## config.mk

```make
export PLATFORM = sky130hd
export DESIGN_NAME = dns_query_message_builder
export DESIGN_NICKNAME = d
export VERILOG_FILES = /design/src/hdl/dqmb_pkg.sv /design/src/hdl/dns_query_message_builder.sv /design/src/hdl/dqmb_label_mem.sv /design/src/hdl/dqmb_cmd_fifo.sv /design/src/hdl/dqmb_front.sv /design/src/hdl/dqmb_back.sv
export VERILOG_INCLUDE_DIRS = /design/src /design/src/hdl
export SDC_FILE = /design/constraint.sdc
export NUM_CORES = 1
export LEC_CHECK = 0
export BUFFER_PORTS_ARGS = -buffer_cell sky130_fd_sc_hd__buf_2
export CAP_MARGIN = 25
export CORE_ASPECT_RATIO = 0.7
export CORE_MARGIN = 3
export CORE_UTILIZATION = 50
export DETAILED_ROUTE_END_ITERATION = 8
export PLACE_DENSITY = 0.74
export SETUP_SLACK_MARGIN = 0.2
export SLEW_MARGIN = 15
export SYNTH_ARGS = -nofsm -noshare
export SYNTH_HDL_FRONTEND = slang
export SYNTH_SLANG_ARGS = --single-unit
```

## constraint.sdc

```tcl
create_clock -name clk -period 5.71 [get_ports clk]
set_input_delay 1.713 -clock clk [delete_from_list [all_inputs] [get_ports clk]]
set_output_delay 1.713 -clock clk [all_outputs]
set_load 0.02 [all_outputs]
```

## src/hdl/assert_macros.svh

```systemverilog
// Assertion macros used by the top level of the DNS query message builder.
`ifndef ASSERT_MACROS_SVH
`define ASSERT_MACROS_SVH
`ifndef SYNTHESIS
`define DQMB_ASSERT(lbl, expr) \
  lbl: assert property (@(posedge clk) disable iff (!rst_n) (expr)) \
    else $error("DQMB assertion failed");
`define DQMB_ASSERT_NEXT(lbl, ante, cons) \
  lbl: assert property (@(posedge clk) disable iff (!rst_n) (ante) |=> (cons)) \
    else $error("DQMB assertion failed");
`else
`define DQMB_ASSERT(lbl, expr)
`define DQMB_ASSERT_NEXT(lbl, ante, cons)
`endif
`endif

```

## src/hdl/dqmb_pkg.sv

```systemverilog
// Types and constants of the DNS query message builder.
package dqmb_pkg;

  localparam logic [1:0] MODE_START  = 2'd0;
  localparam logic [1:0] MODE_CHAR   = 2'd1;
  localparam logic [1:0] MODE_FINISH = 2'd2;

  localparam logic [1:0] ERR_NONE        = 2'd0;
  localparam logic [1:0] ERR_NAME_LONG   = 2'd1;
  localparam logic [1:0] ERR_LABEL_LONG  = 2'd2;
  localparam logic [1:0] ERR_EMPTY_LABEL = 2'd3;

  localparam logic [7:0]  DOT_CHAR = 8'h2E;
  localparam logic [15:0] CLASS_IN = 16'h0001;
  localparam logic [15:0] QD_COUNT = 16'h0001;

  localparam int SEQ_IDX_W = 6;
  localparam logic [SEQ_IDX_W-1:0] HDR_LAST_IDX = 6'd11;
  localparam logic [SEQ_IDX_W-1:0] FIN_LAST_IDX = 6'd4;

  localparam int CMD_DEPTH = 2;
  localparam int CMD_PTR_W = 1;
  localparam int CMD_CNT_W = 2;

  typedef enum logic [1:0] {
    CMD_HDR,
    CMD_LABEL,
    CMD_ERR,
    CMD_FIN
  } cmd_kind_t;

  typedef struct packed {
    cmd_kind_t   kind;
    logic [15:0] data;
    logic [3:0]  op;
    logic        rd;
    logic        bank;
  } cmd_t;

  typedef struct packed {
    logic valid;
    logic bank;
  } bank_release_t;

  typedef struct packed {
    logic [1:0]  mode;
    logic [15:0] query_id;
    logic [3:0]  op_code;
    logic        recursion_desired;
    logic [15:0] query_type;
    logic [7:0]  name_char;
    logic        is_last_char;
  } in_word_t;

  typedef struct packed {
    logic [7:0] out_byte;
    logic       last;
    logic [1:0] error_code;
  } out_word_t;

endpackage

```

## src/hdl/dns_query_message_builder.sv

```systemverilog
// Top level of the DNS query message builder.
//
//   Channel  Handshake          Word         Moves
//   input    push / full        in_data      start, name character or finish item
//   result   pop / empty        out_data     one message byte or error result
//
// An item is taken at any edge where full is low and yields its bytes at one per cycle
// while pop keeps up: 12 for a start, label length plus one for a label flush, 5 for a finish,
// 1 for an error. Each command is loaded in an idle state, and its first byte passes the
// command queue, command register, sequencer stage and output register. full is high while
// the two-entry queue is full or the bank being filled holds an unread label. Reset clears
// control state, not memory. A stalled pop holds the output register and backs up the queue.
`include "assert_macros.svh"

module dns_query_message_builder
  import dqmb_pkg::*;
#(
  parameter int MAX_NAME_INDEX = 255,
  parameter int MAX_LABEL_LEN  = 63
) (
  input  logic      clk,
  input  logic      rst_n,
  input  logic      push,
  input  in_word_t  in_data,
  output logic      full,
  output logic      empty,
  input  logic      pop,
  output out_word_t out_data
);

  localparam int AW = (MAX_LABEL_LEN > 1) ? $clog2(MAX_LABEL_LEN) : 1;

  logic          cmd_push, cmd_full, cmd_pop, cmd_empty;
  cmd_t          cmd_in, cmd_out;
  bank_release_t bank_release;
  logic          wr_en, wr_bank, rd_en, rd_bank;
  logic [AW-1:0] wr_addr, rd_addr;
  logic [7:0]    wr_data, rd_data;

  dqmb_front #(
    .MAX_NAME_INDEX(MAX_NAME_INDEX),
    .MAX_LABEL_LEN (MAX_LABEL_LEN)
  ) u_front (
    .clk       (clk),
    .rst_n     (rst_n),
    .push      (push),
    .in_data   (in_data),
    .full      (full),
    .cmd_push  (cmd_push),
    .cmd       (cmd_in),
    .cmd_full  (cmd_full),
    .release_in(bank_release),
    .wr_en     (wr_en),
    .wr_bank   (wr_bank),
    .wr_addr   (wr_addr),
    .wr_data   (wr_data)
  );

  dqmb_cmd_fifo u_fifo (
    .clk     (clk),
    .rst_n   (rst_n),
    .push    (cmd_push),
    .push_cmd(cmd_in),
    .full    (cmd_full),
    .pop     (cmd_pop),
    .pop_cmd (cmd_out),
    .empty   (cmd_empty)
  );

  dqmb_label_mem #(
    .MAX_LABEL_LEN(MAX_LABEL_LEN)
  ) u_mem (
    .clk    (clk),
    .wr_en  (wr_en),
    .wr_bank(wr_bank),
    .wr_addr(wr_addr),
    .wr_data(wr_data),
    .rd_en  (rd_en),
    .rd_bank(rd_bank),
    .rd_addr(rd_addr),
    .rd_data(rd_data)
  );

  dqmb_back #(
    .MAX_LABEL_LEN(MAX_LABEL_LEN)
  ) u_back (
    .clk        (clk),
    .rst_n      (rst_n),
    .cmd_empty  (cmd_empty),
    .cmd        (cmd_out),
    .cmd_pop    (cmd_pop),
    .rd_en      (rd_en),
    .rd_bank    (rd_bank),
    .rd_addr    (rd_addr),
    .rd_data    (rd_data),
    .release_out(bank_release),
    .empty      (empty),
    .pop        (pop),
    .out_data   (out_data)
  );

  `DQMB_ASSERT(a_no_push_into_full, !(cmd_push && cmd_full))
  `DQMB_ASSERT(a_error_is_last, empty || out_data.error_code == ERR_NONE || out_data.last)
  `DQMB_ASSERT(a_error_byte_zero, empty || out_data.error_code == ERR_NONE || out_data.out_byte == 8'h00)
  `DQMB_ASSERT_NEXT(a_cmd_enqueued, cmd_push && !cmd_pop, !cmd_empty)

endmodule

```

## src/hdl/dqmb_label_mem.sv

```systemverilog
// Two-bank label byte memory with one write port and one registered read port.
module dqmb_label_mem #(
  parameter int MAX_LABEL_LEN = 63,
  localparam int AW = (MAX_LABEL_LEN > 1) ? $clog2(MAX_LABEL_LEN) : 1
) (
  input  logic          clk,
  input  logic          wr_en,
  input  logic          wr_bank,
  input  logic [AW-1:0] wr_addr,
  input  logic [7:0]    wr_data,
  input  logic          rd_en,
  input  logic          rd_bank,
  input  logic [AW-1:0] rd_addr,
  output logic [7:0]    rd_data
);

  logic [7:0] mem_r [2][MAX_LABEL_LEN];
  logic [7:0] rd_data_r;

  always_ff @(posedge clk) begin
    if (wr_en) begin
      mem_r[wr_bank][wr_addr] <= wr_data;
    end
    if (rd_en) begin
      rd_data_r <= mem_r[rd_bank][rd_addr];
    end
  end

  assign rd_data = rd_data_r;

endmodule

```

## src/hdl/dqmb_cmd_fifo.sv

```systemverilog
// Short command queue between the item classifier and the byte sequencer.
module dqmb_cmd_fifo
  import dqmb_pkg::*;
(
  input  logic clk,
  input  logic rst_n,
  input  logic push,
  input  cmd_t push_cmd,
  output logic full,
  input  logic pop,
  output cmd_t pop_cmd,
  output logic empty
);

  cmd_t                 mem_r [CMD_DEPTH];
  logic [CMD_PTR_W-1:0] wr_ptr_r, wr_ptr_nxt;
  logic [CMD_PTR_W-1:0] rd_ptr_r, rd_ptr_nxt;
  logic [CMD_CNT_W-1:0] cnt_r, cnt_nxt;
  logic                 do_push, do_pop;

  assign full    = (cnt_r == CMD_CNT_W'(CMD_DEPTH));
  assign empty   = (cnt_r == '0);
  assign do_push = push && !full;
  assign do_pop  = pop && !empty;
  assign pop_cmd = mem_r[rd_ptr_r];

  always_comb begin
    wr_ptr_nxt = wr_ptr_r;
    rd_ptr_nxt = rd_ptr_r;
    cnt_nxt    = cnt_r;
    if (do_push) begin
      wr_ptr_nxt = (wr_ptr_r == CMD_PTR_W'(CMD_DEPTH - 1)) ? '0 : wr_ptr_r + 1'b1;
    end
    if (do_pop) begin
      rd_ptr_nxt = (rd_ptr_r == CMD_PTR_W'(CMD_DEPTH - 1)) ? '0 : rd_ptr_r + 1'b1;
    end
    if (do_push && !do_pop) begin
      cnt_nxt = cnt_r + 1'b1;
    end else if (do_pop && !do_push) begin
      cnt_nxt = cnt_r - 1'b1;
    end
  end

  always_ff @(posedge clk) begin
    if (!rst_n) begin
      wr_ptr_r <= '0;
      rd_ptr_r <= '0;
      cnt_r    <= '0;
    end else begin
      wr_ptr_r <= wr_ptr_nxt;
      rd_ptr_r <= rd_ptr_nxt;
      cnt_r    <= cnt_nxt;
    end
    if (do_push) begin
      mem_r[wr_ptr_r] <= push_cmd;
    end
  end

endmodule

```

## src/hdl/dqmb_front.sv

```systemverilog
// Item classifier: tracks name and label state, buffers label bytes, queues commands.
module dqmb_front
  import dqmb_pkg::*;
#(
  parameter int MAX_NAME_INDEX = 255,
  parameter int MAX_LABEL_LEN  = 63,
  localparam int AW = (MAX_LABEL_LEN > 1) ? $clog2(MAX_LABEL_LEN) : 1,
  localparam int CW = $clog2(MAX_LABEL_LEN + 1),
  localparam int PW = $clog2(MAX_NAME_INDEX + 2)
) (
  input  logic          clk,
  input  logic          rst_n,
  input  logic          push,
  input  in_word_t      in_data,
  output logic          full,
  output logic          cmd_push,
  output cmd_t          cmd,
  input  logic          cmd_full,
  input  bank_release_t release_in,
  output logic          wr_en,
  output logic          wr_bank,
  output logic [AW-1:0] wr_addr,
  output logic [7:0]    wr_data
);

  logic [CW-1:0] cnt_r, cnt_nxt;
  logic [PW-1:0] pos_r, pos_nxt;
  logic          ovf_r, ovf_nxt;
  logic          failed_r, failed_nxt;
  logic          bank_r, bank_nxt;
  logic [1:0]    busy_r, busy_nxt;
  logic          accept;
  logic          is_dot;

  assign full    = cmd_full || busy_r[bank_r];
  assign accept  = push && !full;
  assign is_dot  = (in_data.name_char == DOT_CHAR);
  assign wr_bank = bank_r;
  assign wr_addr = cnt_r[AW-1:0];
  assign wr_data = in_data.name_char;

  always_comb begin
    cnt_nxt    = cnt_r;
    pos_nxt    = pos_r;
    ovf_nxt    = ovf_r;
    failed_nxt = failed_r;
    bank_nxt   = bank_r;
    busy_nxt   = busy_r;
    cmd_push   = 1'b0;
    cmd        = '0;
    wr_en      = 1'b0;
    if (release_in.valid) begin
      busy_nxt[release_in.bank] = 1'b0;
    end
    if (accept) begin
      unique case (in_data.mode)
        MODE_START: begin
          cnt_nxt    = '0;
          pos_nxt    = '0;
          ovf_nxt    = 1'b0;
          failed_nxt = 1'b0;
          cmd_push   = 1'b1;
          cmd.kind   = CMD_HDR;
          cmd.data   = in_data.query_id;
          cmd.op     = in_data.op_code;
          cmd.rd     = in_data.recursion_desired;
        end
        MODE_CHAR: begin
          if (!failed_r) begin
            if (pos_r > PW'(MAX_NAME_INDEX)) begin
              failed_nxt = 1'b1;
              cmd_push   = 1'b1;
              cmd.kind   = CMD_ERR;
              cmd.data   = 16'(ERR_NAME_LONG);
            end else if (is_dot && in_data.is_last_char && pos_r == '0) begin
              pos_nxt = PW'(1);
            end else begin
              pos_nxt = pos_r + 1'b1;
              if (!is_dot) begin
                if (cnt_r < CW'(MAX_LABEL_LEN)) begin
                  wr_en   = 1'b1;
                  cnt_nxt = cnt_r + 1'b1;
                end else begin
                  ovf_nxt = 1'b1;
                end
              end
              if (is_dot || in_data.is_last_char) begin
                cmd_push = 1'b1;
                if (ovf_nxt) begin
                  failed_nxt = 1'b1;
                  cmd.kind   = CMD_ERR;
                  cmd.data   = 16'(ERR_LABEL_LONG);
                end else if (cnt_nxt == '0) begin
                  failed_nxt = 1'b1;
                  cmd.kind   = CMD_ERR;
                  cmd.data   = 16'(ERR_EMPTY_LABEL);
                end else begin
                  cmd.kind         = CMD_LABEL;
                  cmd.data         = 16'(cnt_nxt);
                  cmd.bank         = bank_r;
                  busy_nxt[bank_r] = 1'b1;
                  bank_nxt         = !bank_r;
                  cnt_nxt          = '0;
                end
              end
            end
          end
        end
        MODE_FINISH: begin
          if (!failed_r) begin
            cnt_nxt  = '0;
            pos_nxt  = '0;
            ovf_nxt  = 1'b0;
            cmd_push = 1'b1;
            cmd.kind = CMD_FIN;
            cmd.data = in_data.query_type;
          end
        end
        default: begin
        end
      endcase
    end
  end

  always_ff @(posedge clk) begin
    if (!rst_n) begin
      cnt_r    <= '0;
      pos_r    <= '0;
      ovf_r    <= 1'b0;
      failed_r <= 1'b0;
      bank_r   <= 1'b0;
      busy_r   <= '0;
    end else begin
      cnt_r    <= cnt_nxt;
      pos_r    <= pos_nxt;
      ovf_r    <= ovf_nxt;
      failed_r <= failed_nxt;
      bank_r   <= bank_nxt;
      busy_r   <= busy_nxt;
    end
  end

endmodule

```

## src/hdl/dqmb_back.sv

```systemverilog
// Byte sequencer: expands queued commands into message bytes behind an output register.
module dqmb_back
  import dqmb_pkg::*;
#(
  parameter int MAX_LABEL_LEN = 63,
  localparam int AW = (MAX_LABEL_LEN > 1) ? $clog2(MAX_LABEL_LEN) : 1
) (
  input  logic          clk,
  input  logic          rst_n,
  input  logic          cmd_empty,
  input  cmd_t          cmd,
  output logic          cmd_pop,
  output logic          rd_en,
  output logic          rd_bank,
  output logic [AW-1:0] rd_addr,
  input  logic [7:0]    rd_data,
  output bank_release_t release_out,
  output logic          empty,
  input  logic          pop,
  output out_word_t     out_data
);

  typedef enum logic {
    ST_IDLE,
    ST_RUN
  } state_t;

  state_t               state_r;
  cmd_t                 cmd_r;
  logic [SEQ_IDX_W-1:0] idx_r;
  logic                 s1_valid_r;
  logic [7:0]           s1_byte_r;
  logic                 s1_last_r;
  logic [1:0]           s1_err_r;
  logic                 s1_mem_r;
  logic                 out_valid_r;
  out_word_t            out_data_r;

  logic                 move_out, s1_free, issue;
  logic                 seq_final, seq_mem;
  logic [7:0]           seq_byte;
  logic [1:0]           seq_err;
  logic [SEQ_IDX_W-1:0] rd_idx;

  assign move_out = s1_valid_r && (!out_valid_r || pop);
  assign s1_free  = !s1_valid_r || move_out;
  assign cmd_pop  = (state_r == ST_IDLE) && !cmd_empty;
  assign issue    = (state_r == ST_RUN) && s1_free;
  assign rd_idx   = idx_r - 1'b1;

  always_comb begin
    seq_final = 1'b0;
    seq_mem   = 1'b0;
    seq_byte  = 8'h00;
    seq_err   = ERR_NONE;
    unique case (cmd_r.kind)
      CMD_HDR: begin
        seq_final = (idx_r == HDR_LAST_IDX);
        unique case (idx_r)
          6'd0:    seq_byte = cmd_r.data[15:8];
          6'd1:    seq_byte = cmd_r.data[7:0];
          6'd2:    seq_byte = {1'b0, cmd_r.op, 2'b00, cmd_r.rd};
          6'd4:    seq_byte = QD_COUNT[15:8];
          6'd5:    seq_byte = QD_COUNT[7:0];
          default: seq_byte = 8'h00;
        endcase
      end
      CMD_LABEL: begin
        seq_final = (idx_r == cmd_r.data[SEQ_IDX_W-1:0]);
        seq_mem   = (idx_r != '0);
        seq_byte  = cmd_r.data[7:0];
      end
      CMD_ERR: begin
        seq_final = 1'b1;
        seq_err   = cmd_r.data[1:0];
      end
      CMD_FIN: begin
        seq_final = (idx_r == FIN_LAST_IDX);
        unique case (idx_r)
          6'd1:    seq_byte = cmd_r.data[15:8];
          6'd2:    seq_byte = cmd_r.data[7:0];
          6'd3:    seq_byte = CLASS_IN[15:8];
          6'd4:    seq_byte = CLASS_IN[7:0];
          default: seq_byte = 8'h00;
        endcase
      end
      default: begin
      end
    endcase
  end

  assign rd_en             = issue && seq_mem;
  assign rd_bank           = cmd_r.bank;
  assign rd_addr           = rd_idx[AW-1:0];
  assign release_out.valid = issue && seq_final && (cmd_r.kind == CMD_LABEL);
  assign release_out.bank  = cmd_r.bank;
  assign empty             = !out_valid_r;
  assign out_data          = out_data_r;

  always_ff @(posedge clk) begin
    if (!rst_n) begin
      state_r     <= ST_IDLE;
      s1_valid_r  <= 1'b0;
      out_valid_r <= 1'b0;
    end else begin
      unique case (state_r)
        ST_IDLE: begin
          if (cmd_pop) begin
            state_r <= ST_RUN;
          end
        end
        ST_RUN: begin
          if (issue && seq_final) begin
            state_r <= ST_IDLE;
          end
        end
        default: state_r <= ST_IDLE;
      endcase
      if (issue) begin
        s1_valid_r <= 1'b1;
      end else if (move_out) begin
        s1_valid_r <= 1'b0;
      end
      if (move_out) begin
        out_valid_r <= 1'b1;
      end else if (pop) begin
        out_valid_r <= 1'b0;
      end
    end
    if (cmd_pop) begin
      cmd_r <= cmd;
      idx_r <= '0;
    end else if (issue) begin
      idx_r <= idx_r + 1'b1;
    end
    if (issue) begin
      s1_byte_r <= seq_byte;
      s1_last_r <= seq_final;
      s1_err_r  <= seq_err;
      s1_mem_r  <= seq_mem;
    end
    if (move_out) begin
      out_data_r.out_byte   <= s1_mem_r ? rd_data : s1_byte_r;
      out_data_r.last       <= s1_last_r;
      out_data_r.error_code <= s1_err_r;
    end
  end

endmodule

```

# == Word level (Yosys, flattened, before mapping) ==
# Memory sizes are Yosys's and may differ from the RTL's. A register that Yosys moved wholly into a read port is not among the register bits.
# Index checks and enable logic that the tools add are counted.
# word_totals
n_memories,2
register_bits,64
inputBits,52
ramBits,1056
word_cells,223
output_inout_bits,13
# op_classes
n_reduce_logical,44
n_bitwise,11
n_mux,111
magnitude_cmp,9
addsub,8
n_eq_ne,17
# mem_list
name,words,width,rd,rd_ports_with_merged_regs,write_ports,line,text
u_mem.mem_r,2,504,1,0,1,dqmb_label_mem.sv:17,logic [7:0] mem_r [2][MAX_LABEL_LEN];
u_fifo.mem_r,2,24,1,1,1,dqmb_cmd_fifo.sv:15,cmd_t mem_r [CMD_DEPTH];
# ops
operator,count
two-way mux 504 bit,1
two-way mux 18 bit,7
two-way mux 6 bit,14
one-hot mux 18 bit (3 select lines),1
two-way mux 1 bit,53
binary-select mux 8 bit (select 6 bit),1
demux 8 bit (select 6 bit),1
one-hot mux 8 bit (3 select lines),2
two-way mux 9 bit,4
two-way mux 8 bit,4
one-hot mux 8 bit (4 select lines),1
one-hot mux 9 bit (3 select lines),1
two-way mux 24 bit,1
two-way mux 2 bit,11
one-hot mux 6 bit (3 select lines),1
logical AND 1 bit,16
"greater-or-equal comparator 7 bit, second input constant",2
inverter 6 -> 7 bit,2
"adder 6 x 1 -> 6 bit, second input constant",2
"== test 6 x 3 -> 1 bit, second input constant",2
zero test 6 bit,2
"adder 9 x 1 -> 9 bit, second input constant",1
"greater-than comparator 9 x 8 -> 1 bit, second input constant",1
zero test 9 bit,1
other kinds (35),68

# == Longest topological paths before layout ==
# logic_depth
depth_word,17
ltp_mapped,14
ltp_nobuf,10

# == Cells and area by module ==
# From an unflattened synthesis, not the netlist that was laid out.
# unflattened
hier_cells,2410
area_unflattened_um2,46136.7
# by_module_without_submodules
mod,seq_area_each_um2,area_each_um2,instances,cells_each
dqmb_label_mem,30509.3,39669.3,1,1854
dqmb_back,1591.5,2590.0,1,193
dqmb_cmd_fifo,1541.5,1960.6,1,100
dqmb_front,400.4,1916.8,1,263

# == Worst setup path before layout ==
# Ideal clock, no wire load.
# synth_timing
path_type,input port to flip-flop
startpoint,in in_data[1] in the netlist's numbering
endpoint,"mem u_fifo.mem_r[0][0] in the netlist's numbering, enable pin"
path_buffers,2
slack_ps,1203
cell_stages,7
required_ps,5301
setup_ps,409
arrival_time_ps,4098
path_cell_list,and4b_1 -> clkbuf_1 -> and2_1 -> clkbuf_1 -> o21ai_0 -> a31oi_1 -> nor2b_1
# synth_via
elab_chain_len,11
elab_cells_between_ends,13
cone_classes,1 x eq/ne; 8 x mux; 4 x reduce/logical
# synth_lines
item,line,text
start: declaration,dns_query_message_builder.sv:24,"input in_word_t in_data,"
== test 8 x 6 -> 1 bit *,dqmb_front.sv:37,assign is_dot = (in_data.name_char == DOT_CHAR);
logical OR 1 bit / logical AND 1 bit (equally long branches),"dqmb_front.sv:87, dqmb_front.sv:75",
two-way mux 1 bit / logical AND 1 bit (equally long branches),"dqmb_front.sv:87, dqmb_front.sv:75",
two-way mux 1 bit *,dqmb_front.sv:75,end else if (is_dot && in_data.is_last_char && pos_r == '0) begin
two-way mux 1 bit *,dqmb_front.sv:70,if (pos_r > PW'(MAX_NAME_INDEX)) begin
two-way mux 1 bit *,dqmb_front.sv:69,if (!failed_r) begin
one-hot mux 1 bit (3 select lines) *,dqmb_front.sv:56,unique case (in_data.mode)
two-way mux 1 bit *,dqmb_front.sv:55,if (accept) begin
logical AND 1 bit *,dqmb_cmd_fifo.sv:23,assign do_push = push && !full;
net u_fifo.do_push,dqmb_cmd_fifo.sv:19,"logic do_push, do_pop;"
two-way mux 1 bit *,dqmb_cmd_fifo.sv:54,if (do_push) begin
two-way mux 1 bit (not written as such) *,dqmb_cmd_fifo.sv:55,mem_r[wr_ptr_r] <= push_cmd;
end: declaration,dqmb_cmd_fifo.sv:15,
# The timed path passes the listed nets; every way through them passes the cells marked *.

# == Worst setup path after layout ==
# layout_timing
startpoint,reg u_back.idx_r[0]
endpoint,"reg u_mem.rd_data_r[0] (netlist: u_mem.rd_data[0]), data pin"
# layout_via
elab_chain_len,5
# layout_lines
item,line,text
start: declaration,dqmb_back.sv:30,logic [SEQ_IDX_W-1:0] idx_r;
start signal: assignment,dqmb_back.sv:134,idx_r <= idx_r + 1'b1;
subtractor 6 x 1 -> 6 bit,dqmb_back.sv:49,assign rd_idx = idx_r - 1'b1;
net rd_addr[0],dns_query_message_builder.sv:37,"logic [AW-1:0] wr_addr, rd_addr;"
inverter 6 -> 7 bit (not written as such),dqmb_label_mem.sv:25,rd_data_r <= mem_r[rd_bank][rd_addr];
binary-select mux 8 bit (select 6 bit),dqmb_label_mem.sv:25,
two-way mux 8 bit (not written as such) (2 in series),dqmb_label_mem.sv:25,
end signal: assignment,dqmb_label_mem.sv:25,
end: declaration,dqmb_label_mem.sv:18,logic [7:0] rd_data_r;
# The timed path passes the listed nets, and every way through them passes these cells. The select of a mux whose other input is x is not followed.
# A chain may end at the register's enable or synchronous reset.

==> impl_metrics.ini <==
[status]
outcome = finished clean

[cells_and_area]
drive_above_1_share_pct = 24.37
num_antenna_cells = 0
area_delta_synth_final_pct = 11.31
multi_input_area_mm2 = 0.01090
finish.instance_area_mm2 = 0.05078
seq_area_mm2 = 0.03403
nets = 2554
fillCellCount = 6600
finalCoreUtilization_pct = 56.27

[die]
dieArea_mm2 = 0.09496
start_util_pct = 50.55
num_rows = 92
ioPinCount = 65
die_w_um = 367.0
core_mm2 = 0.09025
dieHeight_um = 258.7

[hold_path]
min_from = u_back.s1_err_r[0]
min_to = u_back.out_data[0]
hold_path_depth = 0
hp-class = register to register

[global_routing]
grt_pass1_wl_um = 164300
grt_pass1_vias = 23490
grt_max_degree = 127
gr-total-overflow = 0
antenna_found_initial = 4
track_usage_pct = 23.63

[logic_synthesis]
synth_edf_count = 1111
synth_seq_area_share_pct = 74.58
netlist_top_cells_count = edfxtp_1, mux4_2, nor2_1, nand2_1, mux2_2
synth_ff_type = edfxtp_1
yosys-top-cells-area = edfxtp_1, mux4_2, mux2_2
synth_fp_nets = 2434
synth_area_leader_cell = edfxtp_1
synth.avg_cell_area_um2 = 19.23
syn_inst = 2372
yosysWarnings = 0
synth_seq_cells = 1144
synth_area_mm2 = 0.04562
synth_top_area_share_pct = 73.13
ys_types = 73
yosysMostFrequentCell = edfxtp_1
postSynth.asyncResetShare_pct = 0

[critical_path]
endpoint_kind = register
worstSetupStartpointType = register
reg2reg_slack_ns = 1.52
required_ns = 6.14
arrival_ns = 4.62
r2r-end = u_mem.rd_data[0]
reg2regPathDepth = 9
crit_type = register to register
rr_startpoint = u_back.idx_r[0]
crit_path_max_fanout = 40

[cts]
cts_hold_buffers = 0
clockBufferDepth = 3
cts_setup_buffers = 0
cts_tree = yes
cts_root_buffer = clkbuf_16
clk_latency_ns = 0.69
cts.sinks = 1144
cts_htree_levels = 3
cts_buffers = 98
clkTransAtPathRegs_ns = 0.07
post_cts_resized = 0

[routing]
vias = 24210
post_drt_via_cell_ratio = 6.387
drt_iter0_markers = 3934
drcViolationCount = 0
first_pass_iters = 7
finalWirelength_um = 112200
ant_nets = 0
wl_per_cell_um = 29.60

[timing]
hold_ws_ns = 0.4295
slew_headroom_pct = 28.23
finalSetupViolCount = 0
tns_ns = 0
layout_min_cycle_time_ns = 4.195
hold_violations = 0
post-route-period-util_pct = 73.46
rsz0062_at_grt = false
worst_pin_slew_ns = 1.077
skew_ns = 0.02213
report.final.slew_viol_count = 0
max_freq_mhz = 238.4

[placement]
numPortBuffers = 64
hpwl_um = 71340
place.gp.congestion = 0.9080
dpl_cell_area_mm2 = 0.04761

[pwr]
vdd_ir_drop_max_v = 0.0003004
p_per_area_mw_per_mm2 = 443.8
p_leak_nw = 16.06

[flow_run]
cap_violations = 0
-- sequential cells by signal, indices dropped and copies added, names as in the netlist, 2 cells and up --
signal	count
u_mem.mem_r	1008
u_fifo.mem_r	48
u_back.cmd_r	23
u_back.out_data	11
u_front.pos_r	9
u_back.s1_byte_r	8
u_mem.rd_data	8
u_back.idx_r	6
u_front.wr_addr	6
u_back.s1_err_r	2
u_fifo.cnt_r	2
u_front.busy_r	2
-- stage by stage --
stage / worst slack, ns / power (W) / instances
after global placement: 0.9251 / 0.01581 / 3607
final: 1.515 / 0.02254 / 3791
after detailed placement: 1.083 / 0.01597 / 3610
after global routing: 1.404 / 0.02329 / 3791
after floorplan: 1.203 / 0.01393 / 2372
after CTS: 1.474 / 0.02248 / 3787
-- power breakdown --
group,leakage (nW),internal [W],switching (W)
Sequential,10.3,0.00952,0.000196
Combinational,4.26,0.00261,0.00361
Clock,1.50,0.00360,0.00300
Total,16.1,0.0157,0.00680
-- per-layer routing --
metal	part of all wire [%]	global-route usage, %	wire [um]	vias to the layer above
met4	2.2	5.777	2441	6
met2	43	33.33	48650	1696
li1	-	-	-	9875
met3	13	7.029	14880	175
met1	41	36.33	46210	12460
met5	0.037	0	41	-
-- critical path, stage by stage (launching register included) --
cell	delay [ns]
dfxtp_4	0.40
inv_2	0.31
ha_1	0.55
xor2_4	0.52
buf_12	0.32
mux2i_1	0.34
o22ai_1	0.20
nor4_1	0.80
a21oi_1	0.17
o221a_2	0.27
-- cell families (layout without fill, tap and decap cells) --
logic type,Yosys count,count (layout),synth area share (%)
compound gates,226,226,3.373
flops,1144,1144,74.58
simple gates,454,454,4.525
xor+xnor,22,22,0.4553
buf+inv,144,341,1.624
fa+ha+maj,10,10,0.2743
mux,372,372,15.17
-- placed cells by master, fill, tap and decap left out, types with 32 or more instances in the layout --
cell type / instances
nor2_1: 189
o22ai_1: 37
mux2_2: 66
a21oi_1: 64
mux2i_1: 57
clkbuf_16: 99
nand2_1: 143
dfxtp_1: 32
edfxtp_1: 1111
buf_2: 57
mux4_2: 249
buf_4: 73
-- how the worst max path moves through the flow --
stage | startpoint | end | slack (ns) | cells after the start
floorplan | in_data[1] | u_fifo.mem_r[0][0] | 1.20 | 7
global placement | in_data[47] | u_mem.mem_r[1][482] | 0.93 | 8
detailed placement | in_data[47] | u_mem.mem_r[0][194] | 1.08 | 9
CTS | u_back.idx_r[1] | u_mem.rd_data[2] | 1.47 | 9
global route | u_back.idx_r[2] | u_mem.rd_data[0] | 1.40 | 7
finish | u_back.idx_r[0] | u_mem.rd_data[0] | 1.52 | 9
-- layout make-up --
class                   count  area share, %
flip-flops and latches   1144          67.01
multi-input cells        1084          21.46
clock buffers             117          5.071
well taps                1222          3.011
repair buffers            144          2.178
clock inverters            60          1.121
inverters                  20         0.1478
Note: power is estimated with default switching activity, not from simulation.
